`src/design/pbvi_pkg.sv`:
```
// pbvi_pkg: shared types and constants for the bezier patch volume integrator
// depends on nothing; imported by the top level
package pbvi_pkg;

    localparam int CFG_W   = 11;
    localparam int IDX_W   = 10;
    localparam int VOL_W   = 48;
    localparam int TALLY_W = 21;
    localparam int CTL_W   = 4;
    localparam int WGT_W   = 6;

    localparam logic [CFG_W-1:0] NODES_RESET = 11'd10;

    // nine times the corner, edge and inner share of a tile
    localparam logic [WGT_W-1:0] WGT_CORNER = 6'd9;
    localparam logic [WGT_W-1:0] WGT_EDGE   = 6'd18;
    localparam logic [WGT_W-1:0] WGT_INNER  = 6'd36;

    // top minus bottom control heights, first index along u
    localparam logic [CTL_W-1:0] DIFF_CTL [16] = '{
        4'd0, 4'd3, 4'd0,  4'd6,
        4'd4, 4'd2, 4'd6,  4'd0,
        4'd0, 4'd3, 4'd0,  4'd11,
        4'd0, 4'd0, 4'd10, 4'd6
    };

    typedef enum logic [3:0] {
        S_IDLE,
        S_CHECK,
        S_DIVU,
        S_DIVV,
        S_BASIS,
        S_SUM,
        S_TERM,
        S_DIVT,
        S_OUT
    } t_state;

    function automatic logic [CTL_W-1:0] diff_ctl(input logic [1:0] i, input logic [1:0] j);
        return DIFF_CTL[{i, j}];
    endfunction

endpackage

```
`src/design/pbvi_mul.sv`:
```
// pbvi_mul: shared unsigned multiplier with a registered product
// no dependencies
module pbvi_mul #(
    parameter int A_W = 28,
    parameter int B_W = 24
) (
    input  logic               i_clk,
    input  logic [A_W-1:0]     i_a,
    input  logic [B_W-1:0]     i_b,
    output logic [A_W+B_W-1:0] o_prod
);

    localparam int P_W = A_W + B_W;

    logic [P_W-1:0] r_prod;

    always_ff @(posedge i_clk) begin
        r_prod <= P_W'(i_a) * P_W'(i_b);
    end

    assign o_prod = r_prod;

endmodule

```
`src/design/pbvi_div.sv`:
```
// pbvi_div: restoring divider, one quotient bit per cycle
// no dependencies; o_done pulses when the full quotient is on o_quo
module pbvi_div #(
    parameter int NUM_W = 34,
    parameter int DEN_W = 22
) (
    input  logic             i_clk,
    input  logic             i_rst_n,
    input  logic             i_start,
    input  logic [NUM_W-1:0] i_num,
    input  logic [DEN_W-1:0] i_den,
    output logic             o_done,
    output logic [NUM_W-1:0] o_quo
);

    localparam int CNT_W = $clog2(NUM_W);

    logic [DEN_W-1:0] r_rem;
    logic [NUM_W-1:0] r_quo;
    logic [DEN_W-1:0] r_den;
    logic [CNT_W-1:0] r_cnt;
    logic             r_busy;
    logic             r_done;

    logic [DEN_W:0]   shifted;
    logic [DEN_W:0]   diff;
    logic             ge;

    assign shifted = {r_rem, r_quo[NUM_W-1]};
    assign ge      = shifted >= {1'b0, r_den};
    assign diff    = shifted - {1'b0, r_den};

    always_ff @(posedge i_clk) begin
        if (!i_rst_n) begin
            r_busy <= 1'b0;
            r_done <= 1'b0;
            r_cnt  <= '0;
        end else begin
            r_done <= 1'b0;
            if (i_start) begin
                r_busy <= 1'b1;
                r_cnt  <= '0;
            end else if (r_busy) begin
                r_cnt <= r_cnt + 1'b1;
                if (r_cnt == CNT_W'(NUM_W - 1)) begin
                    r_busy <= 1'b0;
                    r_done <= 1'b1;
                end
            end
        end
    end

    always_ff @(posedge i_clk) begin
        if (i_start) begin
            r_rem <= '0;
            r_quo <= i_num;
            r_den <= i_den;
        end else if (r_busy) begin
            r_rem <= ge ? diff[DEN_W-1:0] : shifted[DEN_W-1:0];
            r_quo <= {r_quo[NUM_W-2:0], ge};
        end
    end

    assign o_done = r_done;
    assign o_quo  = r_quo;

endmodule

```
`src/design/bezier_patch_volume_integrator_top.sv`:
```
// bezier_patch_volume_integrator_top: sequencer, state and result register
// depends on pbvi_pkg, pbvi_mul and pbvi_div
//
//  channel   valid        ready        payload
//  input     i_valid      o_ready      i_column, i_row, i_final_node
//  result    o_valid      i_ready      o_volume, o_nodes_counted, o_index_error
//  config    i_cfg_valid  o_cfg_ready  i_cfg_data
//
// an in-range node is worked through before the next one is accepted: u, v and the weighted
// term each go through the bit-serial divider, and the 36 products share one multiplier
// an out-of-range node skips the divider and the multiplier
// a final node ends in S_OUT, which loads the result
// reset is synchronous and active low; no clearing pass
// a result waiting in the output register stalls only the next final node
module bezier_patch_volume_integrator_top
    import pbvi_pkg::*;
#(
    parameter int MAX_NODES_PER_SIDE = 1024,
    parameter int FRACTION_BITS      = 16
) (
    input  logic                      i_clk,
    input  logic                      i_rst_n,
    input  logic                      i_valid,
    output logic                      o_ready,
    input  logic [IDX_W-1:0]          i_column,
    input  logic [IDX_W-1:0]          i_row,
    input  logic                      i_final_node,
    output logic                      o_valid,
    input  logic                      i_ready,
    output logic signed [VOL_W-1:0]   o_volume,
    output logic [TALLY_W-1:0]        o_nodes_counted,
    output logic                      o_index_error,
    input  logic                      i_cfg_valid,
    output logic                      o_cfg_ready,
    input  logic [CFG_W-1:0]          i_cfg_data
);

    localparam int F     = FRACTION_BITS;
    localparam int DW    = $clog2(MAX_NODES_PER_SIDE);
    localparam int NCW   = (DW + 1 > CFG_W) ? DW + 1 : CFG_W;
    localparam int IW    = (DW > IDX_W) ? DW : IDX_W;
    localparam int QW    = F + 1;
    localparam int BW    = F + 2;
    localparam int SW    = F + 8;
    localparam int HW    = F + 12;
    localparam int MA    = (HW > DW) ? HW : DW;
    localparam int MB    = (SW > DW) ? SW : DW;
    localparam int PW    = MA + MB;
    localparam int NUMW  = ((HW + 6 > 2 * DW + 1) ? HW + 6 : 2 * DW + 1) + 1;
    localparam int PNUMW = IDX_W + F + 1;
    localparam int DIV_N = (NUMW > PNUMW) ? NUMW : PNUMW;
    localparam int DIV_D = 2 * DW + 2;
    localparam int AW    = ((DIV_N > VOL_W) ? DIV_N : VOL_W) + 1;

    localparam logic [PW-1:0]    HALF_P  = PW'(1) << (F - 1);
    localparam logic [QW-1:0]    ONE_Q   = QW'(1) << F;
    localparam logic [NCW-1:0]   MAX_N   = NCW'(MAX_NODES_PER_SIDE);
    localparam logic [NCW-1:0]   MIN_N   = NCW'(2);
    localparam logic [AW-1:0]    VOL_MAX = AW'({1'b0, {(VOL_W-1){1'b1}}});

    t_state r_state, n_state;

    logic [CFG_W-1:0]   r_nodes;
    logic [IDX_W-1:0]   r_col, r_row;
    logic               r_last;
    logic [DW-1:0]      r_d;
    logic [QW-1:0]      r_tu, r_tv, r_tmp;
    logic [BW-1:0]      r_bu [4];
    logic [BW-1:0]      r_bv [4];
    logic [SW-1:0]      r_s;
    logic [HW-1:0]      r_h;
    logic [2*DW-1:0]    r_dd;
    logic [2:0]         r_step;
    logic               r_axis, r_ph;
    logic [1:0]         r_i;
    logic [2:0]         r_j;
    logic [VOL_W-1:0]   r_vol;
    logic [TALLY_W-1:0] r_tally;
    logic               r_fault;
    logic               r_ovalid;
    logic [VOL_W-1:0]   r_ovol;
    logic [TALLY_W-1:0] r_ocnt;
    logic               r_oerr;

    logic [NCW-1:0]     n_ext, n_eff;
    logic [DW-1:0]      d_in;
    logic               out_rng;
    logic [QW-1:0]      t_q, w_q;
    logic [PW-1:0]      prod_rnd;
    logic [QW-1:0]      rnd_q;
    logic [BW-1:0]      rnd_x3;
    logic               edge_u, edge_v;
    logic [WGT_W-1:0]   wgt;
    logic [MA-1:0]      mul_a;
    logic [MB-1:0]      mul_b;
    logic [PW-1:0]      mul_prod;
    logic               div_start, div_done;
    logic [DIV_N-1:0]   div_num, div_quo;
    logic [DIV_D-1:0]   div_den;
    logic [AW-1:0]      acc_term, acc_vol;
    logic               load_out;

    pbvi_mul #(.A_W(MA), .B_W(MB)) u_mul (
        .i_clk  (i_clk),
        .i_a    (mul_a),
        .i_b    (mul_b),
        .o_prod (mul_prod)
    );

    pbvi_div #(.NUM_W(DIV_N), .DEN_W(DIV_D)) u_div (
        .i_clk   (i_clk),
        .i_rst_n (i_rst_n),
        .i_start (div_start),
        .i_num   (div_num),
        .i_den   (div_den),
        .o_done  (div_done),
        .o_quo   (div_quo)
    );

    // grid size clamped to the supported range
    always_comb begin
        n_ext = NCW'(r_nodes);
        priority if (n_ext < MIN_N) begin
            n_eff = MIN_N;
        end else if (n_ext > MAX_N) begin
            n_eff = MAX_N;
        end else begin
            n_eff = n_ext;
        end
    end
    assign d_in = DW'(n_eff - 1'b1);

    assign out_rng = (IW'(r_col) > IW'(r_d)) || (IW'(r_row) > IW'(r_d));

    assign t_q      = r_axis ? r_tv : r_tu;
    assign w_q      = ONE_Q - t_q;
    assign prod_rnd = (mul_prod + HALF_P) >> F;
    assign rnd_q    = prod_rnd[QW-1:0];
    assign rnd_x3   = {rnd_q, 1'b0} + BW'(rnd_q);

    assign edge_u = (r_col == '0) || (IW'(r_col) == IW'(r_d));
    assign edge_v = (r_row == '0) || (IW'(r_row) == IW'(r_d));
    always_comb begin
        priority if (edge_u && edge_v) begin
            wgt = WGT_CORNER;
        end else if (edge_u || edge_v) begin
            wgt = WGT_EDGE;
        end else begin
            wgt = WGT_INNER;
        end
    end

    // saturating add of the node term
    assign acc_term = AW'(div_quo);
    assign acc_vol  = (acc_term >= VOL_MAX - AW'(r_vol)) ? VOL_MAX : AW'(r_vol) + acc_term;

    assign load_out = (r_state == S_OUT) && (!r_ovalid || i_ready);

    // next state
    always_comb begin
        n_state = r_state;
        unique case (r_state)
            S_IDLE:  if (i_valid) n_state = S_CHECK;
            S_CHECK: begin
                if (out_rng) begin
                    n_state = r_last ? S_OUT : S_IDLE;
                end else begin
                    n_state = S_DIVU;
                end
            end
            S_DIVU:  if (div_done) n_state = S_DIVV;
            S_DIVV:  if (div_done) n_state = S_BASIS;
            S_BASIS: if (r_ph && r_axis && r_step == 3'd6) n_state = S_SUM;
            S_SUM:   if (r_ph && r_i == 2'd3 && r_j == 3'd4) n_state = S_TERM;
            S_TERM:  if (r_ph && r_step[0]) n_state = S_DIVT;
            S_DIVT:  if (div_done) n_state = r_last ? S_OUT : S_IDLE;
            S_OUT:   if (!r_ovalid || i_ready) n_state = S_IDLE;
            default: n_state = S_IDLE;
        endcase
    end

    // unit operands
    always_comb begin
        mul_a     = '0;
        mul_b     = '0;
        div_start = 1'b0;
        div_num   = '0;
        div_den   = DIV_D'(r_d);
        unique case (r_state)
            S_CHECK: begin
                div_start = !out_rng;
                div_num   = DIV_N'({r_col, {F{1'b0}}}) + DIV_N'(r_d >> 1);
            end
            S_DIVU: begin
                div_start = div_done;
                div_num   = DIV_N'({r_row, {F{1'b0}}}) + DIV_N'(r_d >> 1);
            end
            S_BASIS: begin
                unique case (r_step)
                    3'd0: begin mul_a = MA'(w_q);   mul_b = MB'(w_q); end
                    3'd1: begin mul_a = MA'(r_tmp); mul_b = MB'(w_q); end
                    3'd2: begin mul_a = MA'(t_q);   mul_b = MB'(w_q); end
                    3'd3: begin mul_a = MA'(r_tmp); mul_b = MB'(w_q); end
                    3'd4: begin mul_a = MA'(t_q);   mul_b = MB'(t_q); end
                    3'd5: begin mul_a = MA'(r_tmp); mul_b = MB'(w_q); end
                    3'd6: begin mul_a = MA'(r_tmp); mul_b = MB'(t_q); end
                    default: begin mul_a = '0;      mul_b = '0;       end
                endcase
            end
            S_SUM: begin
                if (r_j == 3'd4) begin
                    mul_a = MA'(r_bu[r_i]);
                    mul_b = MB'(r_s);
                end else begin
                    mul_a = MA'(r_bv[r_j[1:0]]);
                    mul_b = MB'(diff_ctl(r_i, r_j[1:0]));
                end
            end
            S_TERM: begin
                if (r_step[0]) begin
                    mul_a = MA'(r_h);
                    mul_b = MB'(wgt);
                end else begin
                    mul_a = MA'(r_d);
                    mul_b = MB'(r_d);
                end
                div_start = r_ph && r_step[0];
                div_num   = DIV_N'(mul_prod) + DIV_N'({r_dd, 1'b0});
                div_den   = {r_dd, 2'b00};
            end
            default: begin
                mul_a = '0;
            end
        endcase
    end

    // control and accumulator state
    always_ff @(posedge i_clk) begin
        if (!i_rst_n) begin
            r_state  <= S_IDLE;
            r_nodes  <= NODES_RESET;
            r_step   <= '0;
            r_axis   <= 1'b0;
            r_ph     <= 1'b0;
            r_i      <= '0;
            r_j      <= '0;
            r_vol    <= '0;
            r_tally  <= '0;
            r_fault  <= 1'b0;
            r_ovalid <= 1'b0;
        end else begin
            r_state <= n_state;
            if (i_cfg_valid && o_cfg_ready) begin
                r_nodes <= i_cfg_data;
            end

            if (r_state == S_BASIS || r_state == S_SUM || r_state == S_TERM) begin
                r_ph <= !r_ph;
            end else begin
                r_ph <= 1'b0;
            end

            unique case (r_state)
                S_DIVV: begin
                    r_step <= '0;
                    r_axis <= 1'b0;
                    r_i    <= '0;
                    r_j    <= '0;
                end
                S_BASIS: begin
                    if (r_ph) begin
                        if (r_step == 3'd6) begin
                            r_step <= '0;
                            r_axis <= 1'b1;
                        end else begin
                            r_step <= r_step + 1'b1;
                        end
                    end
                end
                S_SUM: begin
                    if (r_ph) begin
                        if (r_j == 3'd4) begin
                            r_j <= '0;
                            r_i <= r_i + 1'b1;
                        end else begin
                            r_j <= r_j + 1'b1;
                        end
                    end
                end
                S_TERM: begin
                    if (r_ph) r_step <= r_step + 1'b1;
                end
                default: begin
                end
            endcase

            if (r_state == S_CHECK && out_rng) begin
                r_fault <= 1'b1;
            end
            if (r_state == S_DIVT && div_done) begin
                r_vol <= acc_vol[VOL_W-1:0];
                if (r_tally != '1) r_tally <= r_tally + 1'b1;
            end

            if (load_out) begin
                r_ovalid <= 1'b1;
                r_vol    <= '0;
                r_tally  <= '0;
                r_fault  <= 1'b0;
            end else if (r_ovalid && i_ready) begin
                r_ovalid <= 1'b0;
            end
        end
    end

    // datapath registers
    always_ff @(posedge i_clk) begin
        if (r_state == S_IDLE && i_valid) begin
            r_col  <= i_column;
            r_row  <= i_row;
            r_last <= i_final_node;
            r_d    <= d_in;
        end
        if (r_state == S_CHECK) begin
            r_s <= '0;
            r_h <= '0;
        end
        if (r_state == S_DIVU && div_done) r_tu <= div_quo[QW-1:0];
        if (r_state == S_DIVV && div_done) r_tv <= div_quo[QW-1:0];

        if (r_state == S_BASIS && r_ph) begin
            unique case (r_step)
                3'd0, 3'd2, 3'd4: r_tmp <= rnd_q;
                3'd1: if (r_axis) r_bv[0] <= BW'(rnd_q); else r_bu[0] <= BW'(rnd_q);
                3'd3: if (r_axis) r_bv[1] <= rnd_x3;     else r_bu[1] <= rnd_x3;
                3'd5: if (r_axis) r_bv[2] <= rnd_x3;     else r_bu[2] <= rnd_x3;
                3'd6: if (r_axis) r_bv[3] <= BW'(rnd_q); else r_bu[3] <= BW'(rnd_q);
                default: r_tmp <= r_tmp;
            endcase
        end

        // inner sums are exact; the outer product is rounded into the height
        if (r_state == S_SUM && r_ph) begin
            if (r_j == 3'd4) begin
                r_h <= r_h + prod_rnd[HW-1:0];
                r_s <= '0;
            end else begin
                r_s <= r_s + mul_prod[SW-1:0];
            end
        end

        if (r_state == S_TERM && r_ph && !r_step[0]) begin
            r_dd <= mul_prod[2*DW-1:0];
        end

        if (load_out) begin
            r_ovol <= r_vol;
            r_ocnt <= r_tally;
            r_oerr <= r_fault;
        end
    end

    assign o_ready         = (r_state == S_IDLE);
    assign o_cfg_ready     = 1'b1;
    assign o_valid         = r_ovalid;
    assign o_volume        = $signed(r_ovol);
    assign o_nodes_counted = r_ocnt;
    assign o_index_error   = r_oerr;

`ifndef SYNTH
    // the saturating accumulator never reaches the sign bit
    a_vol_positive: assert property (@(posedge i_clk) disable iff (!i_rst_n)
        !r_vol[VOL_W-1])
        else $error("volume accumulator went negative");

    a_div_done_state: assert property (@(posedge i_clk) disable iff (!i_rst_n)
        div_done |-> (r_state == S_DIVU || r_state == S_DIVV || r_state == S_DIVT))
        else $error("divider finished outside a divide state");

    a_accept_check: assert property (@(posedge i_clk) disable iff (!i_rst_n)
        (i_valid && o_ready) |=> (r_state == S_CHECK))
        else $error("accepted beat not followed by range check");
`endif

endmodule
```
`config.mk`:
```
export PLATFORM = sky130hd
export DESIGN_NAME = bezier_patch_volume_integrator_top
export DESIGN_NICKNAME = d
export VERILOG_FILES = /design/src/design/pbvi_pkg.sv /design/src/design/pbvi_mul.sv /design/src/design/pbvi_div.sv /design/src/design/bezier_patch_volume_integrator_top.sv
export SDC_FILE = /design/constraint.sdc
export NUM_CORES = 2
export LEC_CHECK = 0
export BUFFER_PORTS_ARGS = -buffer_cell sky130_fd_sc_hd__buf_2
export CORE_MARGIN = 2
export CORE_UTILIZATION = 59
export CTS_CLUSTER_DIAMETER = 100
export DETAILED_ROUTE_END_ITERATION = 8
export PLACE_DENSITY = 0.83
export SYNTH_ARGS = -nofsm -noshare
export SYNTH_HDL_FRONTEND = slang
export SYNTH_HIERARCHICAL = 1
export SYNTH_SLANG_ARGS = --single-unit
```
`constraint.sdc`:
```
create_clock -name i_clk -period 9.8 [get_ports i_clk]
set_input_delay 0.98 -clock i_clk [delete_from_list [all_inputs] [get_ports i_clk]]
set_output_delay 0.98 -clock i_clk [all_outputs]
set_load 0.01 [all_outputs]
```
Word-level counts from Yosys, hierarchy flattened
Memories as Yosys holds them, arrays and structs flattened. A register that Yosys moved wholly into a read port is not among the register bits.
Index checks and enable logic that the tools add are counted.
{"block": "classes", "addsub": 17, "n_mul": 1, "magnitude_cmp": 7, "n_eq_ne": 33, "n_mux": 106, "n_bitwise": 3, "n_reduce_logical": 60}
{"cell": "$mux 18", "n": 7}
{"cell": "$mux 28", "n": 4}
{"cell": "$reduce_or 18->1", "n": 6}
{"cell": "$pmux 35 s3", "n": 1}
{"cell": "$mux 24", "n": 4}
{"cell": "$pmux 28 s3", "n": 1}
{"cell": "$pmux 24 s3", "n": 1}
{"cell": "$mux 35", "n": 2}
{"cell": "$add 26x9->27", "n": 2}
{"cell": "$pmux 17 s3", "n": 1}
{"cell": "$ge 35x49->1", "n": 1}
{"cell": "$sub 47x48->49 const A", "n": 1}
{"cell": "$add 48x35->48", "n": 1}
{"cell": "$mux 4", "n": 12}
{"cell": "$mux 48", "n": 1}
{"cell": "$add 44x16->44 const B", "n": 1}
{"cell": "$mul 28x24->44", "n": 1}
{"cell": "$mux 1", "n": 40}
{"cell": "$mux 10", "n": 4}
{"cell": "$pmux 4 s9", "n": 1}
{"cell": "$add 35x21->35", "n": 1}
{"cell": "$pmux 17 s2", "n": 1}
{"cell": "$add 28x28->28", "n": 1}
{"cell": "$add 24x24->24", "n": 1}
{"cell": "other kinds (53)", "n": 131}
{"block": "totals", "register_bits": 451, "ram_bits": 144, "romBits": 64, "in_bits": 37, "out_inout_bits": 73, "wordCells": 263, "memories": 3}
{"name": "r_bu", "depth": 4, "width": 18, "rd": 1, "rd_clocked_by_memory_dff": 1, "write_ports": 1, "line": "bezier_patch_volume_integrator_top.sv:68", "rtl": "logic [BW-1:0] r_bu [4];"}
{"name": "r_bv", "depth": 4, "width": 18, "rd": 1, "rd_clocked_by_memory_dff": 1, "write_ports": 1, "line": "bezier_patch_volume_integrator_top.sv:69", "rtl": "logic [BW-1:0] r_bv [4];"}
{"name": "(name not given)", "depth": 16, "width": 4, "rd": 1, "rd_clocked_by_memory_dff": 0, "write_ports": 0, "line": "pbvi_pkg.sv:40", "rtl": "return DIFF_CTL[{i, j}];"}

Logic depth before layout (Yosys ltp)
{"block": "logic_depth", "ltp_word": 8, "mapped_depth": 37, "depth_no_buf": 35}

By module
Netlist, hierarchy kept.
{"module": "bezier_patch_volume_integrator_top", "n_inst": 1, "cells_each": 2479, "area_per_inst_um2": 26171.4, "seq_area_each_um2": 12652.1}
{"module": "pbvi_mul", "n_inst": 1, "cells_each": 2545, "area_per_inst_um2": 22889.5, "seq_area_each_um2": 1041.0}
{"module": "pbvi_div", "n_inst": 1, "cells_each": 434, "area_per_inst_um2": 4692.0, "seq_area_each_um2": 2312.2}

Least setup slack after synthesis
Ideal clock, no wire load.
{"block": "synth_timing", "kind": "register to register", "startpoint": "register r_axis", "endpoint": "register u_mul/o_prod[50] (netlist name)", "setup_time_ns": 0.118, "t_arrival_ns": 9.041, "t_required_ns": 9.682, "path_slack_ns": 0.641, "stages_incl_launch_ff": 37, "path_buffers": 5, "period_less_slack_ns": 9.159, "cell_sequence": "dfxtp_1 -> buf_6 -> mux2i_1 -> ha_1 -> nand2_1 -> or3_4 -> or3_1 -> buf_2 -> nor3_2 -> xnor2_1 -> a21oi_1 -> o21ai_0 -> clkbuf_1 -> clkbuf_1 -> nand2_1 -> fa_1 -> inv_1 -> fa_1 -> inv_1 -> fa_1 -> inv_1 -> fa_1 -> fa_1 -> fa_1 -> inv_1 -> fa_1 -> inv_1 -> ha_1 -> clkbuf_1 -> nand4_1 -> or2_2 -> a311oi_2 -> o41ai_2 -> o31ai_4 -> o31a_4 -> a41oi_2 -> xnor2_1"}
{"element": "start: declaration", "line": "bezier_patch_volume_integrator_top.sv:74", "rtl": "logic r_axis, r_ph;"}
{"element": "start signal: assignment", "line": "bezier_patch_volume_integrator_top.sv:243", "rtl": "r_axis <= 1'b0;"}
{"element": "start signal: assignment", "line": "bezier_patch_volume_integrator_top.sv:266", "rtl": "r_axis <= 1'b0;"}
{"element": "start signal: assignment", "line": "bezier_patch_volume_integrator_top.sv:274", "rtl": "r_axis <= 1'b1;"}

Final worst setup path
{"block": "layout_timing", "startpoint": "register r_d[7]", "endpoint": "register u_mul.r_prod[42], in the netlist u_mul/o_prod[42]"}
{"block": "layout_via", "elab_chain_len": 8, "word_cells_on_any_way": 13, "cone_classes": "mul (1); eq/ne (2); mux (6); reduce/logical (4)"}
{"element": "start: declaration", "line": "bezier_patch_volume_integrator_top.sv:66", "rtl": "logic [DW-1:0] r_d;"}
{"element": "start signal: assignment", "line": "bezier_patch_volume_integrator_top.sv:322", "rtl": "r_d <= d_in;"}
{"element": "$eq 10x10->1 (on tied branches)", "line": "bezier_patch_volume_integrator_top.sv:141, bezier_patch_volume_integrator_top.sv:142"}
{"element": "$logic_or 1x1->1 (on tied branches)", "line": "bezier_patch_volume_integrator_top.sv:141, bezier_patch_volume_integrator_top.sv:142"}
{"element": "$logic_or 1x1->1", "line": "bezier_patch_volume_integrator_top.sv:146", "rtl": "end else if (edge_u || edge_v) begin"}
{"element": "$mux 6", "line": "bezier_patch_volume_integrator_top.sv:146"}
{"element": "$mux 6 *", "line": "bezier_patch_volume_integrator_top.sv:144", "rtl": "priority if (edge_u && edge_v) begin"}
{"element": "$mux 10 *", "line": "bezier_patch_volume_integrator_top.sv:220", "rtl": "if (r_step[0]) begin"}
{"element": "$pmux 24 s3 *", "line": "bezier_patch_volume_integrator_top.sv:189", "rtl": "unique case (r_state)"}
{"element": "net mul_b[1]", "line": "bezier_patch_volume_integrator_top.sv:95", "rtl": "logic [MB-1:0] mul_b;"}
{"element": "$mul 28x24->44 *", "line": "pbvi_mul.sv:18", "rtl": "r_prod <= P_W'(i_a) * P_W'(i_b);"}
{"element": "end signal: assignment", "line": "pbvi_mul.sv:18"}
{"element": "end: declaration", "line": "pbvi_mul.sv:15", "rtl": "logic [P_W-1:0] r_prod;"}
The timed path passes the listed nets; every way through them passes the cells marked *.
A chain may end at the register's enable or synchronous reset.

==> metrics.cfg <==
[critical_path]
start_kind=flip-flop
timing.rr.end=u_mul/o_prod[42]
critical_path_class=reg2reg
reg2reg_slack_ns=0.26
crit_family=adder cells
slowest_delay_ns=0.53
ff2ff_path_depth=33
reg2reg_from=r_d[7]
arrival_ns=10.11
worstSetupStartpoint=r_d[7]
path_buf_inv=8
end_kind=flip-flop
cp_slowest_cell=fa_1
required_ns=10.37
path_max_fanout=10
cp_common_cell=fa_1

[route]
routed_wl_um=148000
drc=0
first_pass_iters=6
wl_per_cell_um=22.5
ant_nets=0
initialDrtViolationCount=4174
vias=40435
avgViaCountPerCell=6.16

[layout]
seqCellArea_mm2=0.0158
nets=6266
drive_gt1_frac=0.0990
final_cell_mix=722 x inv_1, 557 x fa_1, 520 x nand2_1, 393 x edfxtp_1, 378 x and2_1
areaGrowthSynthToFinish_pct=8.89
multi_input_area_mm2=0.0329
final_common_cell=inv_1
nFillCells=6733

[cts]
cts_hold_buf=0
clockRootBuffer=clkbuf_16
cts_tree=built
clock_latency_ns=0.65
cts_htree_levels=2
cts.sinks=595
cts_made_buffers=57
cts.clk_slew.worst_paths_ns=0.07
clk_path_buf_depth=3

[worst_hold_path]
min_to=o_index_error
hold_path.class=reg2reg
hp-start=r_fault
hold_depth=0

[yosys]
syn-cell-area_mm2=0.0521
synthCells=5285
synthesis.nets=6203
avgSynthCellArea_um2=9.87
yosysWarnings=6

[place]
gp_congestion=1.07
dp_hpwl_um=112000
place_ws_ns=0.0906
io_buffers=108

[sta]
relSlewSlack=0.118
hold_violations=0
setup_tns_ns=0
finalSetupViolCount=0
fin_ws_ns=0.264
fin_crit_sh=0.973
slew_viol_final=0
tightestPinTransition_ns=1.32
skew_ns=0.0368
max_freq_ghz=0.105
period_needed_ns=9.54

[power]
cellPowerDensity_mw_per_mm2=114
p_leak_uw=0.0247
vdd_drop_max_uv=168

[run_status]
status=complete, no violations

[die]
core-area_mm2=0.0880
die_y_um=301
dieArea_mm2=0.0908
die_w_um=301
initial_core_util=0.593
row_count=109
ios=110

[global_routing]
grt_pass1_wl_um=232000
grt_max_degree=71
grt_pass1_vias=41623
grt_usage=0.330
antenna_found_initial=5
overflow=0

[flow_run]
maxCapViolCount=0

-- where the power goes --
part / switching (uW) / internal (uW) / total [uW]
sequential: 163 / 2860 / 3020
combinational: 734 / 463 / 1200
clock: 999 / 1270 / 2270
-- how the worst max path moves through the flow --
| stage | to | depth (start not counted) |
|---|---|---|
| after floorplan | u_mul/o_prod[42] | 34 |
| after detailed placement | u_mul/o_prod[39] | 31 |
| final | u_mul/o_prod[42] | 33 |
| after CTS | u_mul/o_prod[39] | 31 |
| after global routing | u_mul/o_prod[42] | 33 |
| after global placement | u_mul/o_prod[42] | 33 |
-- timing repair --
action / in CTS / in global routing
setup endpoints to repair: 0 / 17
setup buffers: 0 / 3
gates resized for setup: 0 / 25
endpoints found under the hold margin: 0 / 0
-- per-layer routing --
layer,global-route usage,vias to the layer above,wire length [um]
li1,-,17795,-
met1,0.416,19947,55000
met2,0.539,2184,69500
met3,0.0661,507,14900
met4,0.175,2,8670
met5,0,-,11
-- area by class of cell --
class,count,share of cell area
Antenna cell,3,0.000132
Clock buffer,78,0.0284
Clock inverter,29,0.00535
Inverter,723,0.0478
Multi-Input combinational cell,3704,0.580
Sequential cell,595,0.279
Tap cell,1165,0.0257
Timing Repair Buffer,267,0.0334
-- per-stage QoR --
step	hold slack [ns]	total power, uW	instances	utilization	area [um^2]
6_report	0.438	6480	6564	0.645	56800
5_1_grt	0.447	6720	6561	0.645	56800
4_1_cts	0.438	6470	6558	0.643	56600
3_5_place_dp	0.420	4230	6451	0.621	54600
3_3_place_gp	0.418	4190	6451	0.621	54600
2_1_floorplan	0.409	3890	5285	-	52100
-- flip-flops by register name (all words and copies together), names as in the netlist, 4 cells and up, named ones only --
name             count
r_s                 24
o_volume            48
r_row               10
r_tally             21
r_vol               48
r_tu                17
r_state              4
r_d                 10
n_ext               11
o_nodes_counted     21
u_mul/o_prod        44
r_bv                70
r_dd                20
u_div/r_cnt          6
u_div/r_rem         22
r_h                 28
r_col               10
u_div/r_den         22
u_div/o_quo         35
r_tv                17
r_bu                70
r_tmp               17
-- worst register-to-register path, delay by kind of cell, from the launching register on --
kind / cells / cell delay (ns)
xor+xnor: 1 / 0.16
flops: 1 / 0.46
simple gates: 5 / 0.92
buf+inv: 8 / 0.84
compound gates: 9 / 2.60
fa+ha+maj: 10 / 4.52
(Power assumes the default switching activity.)
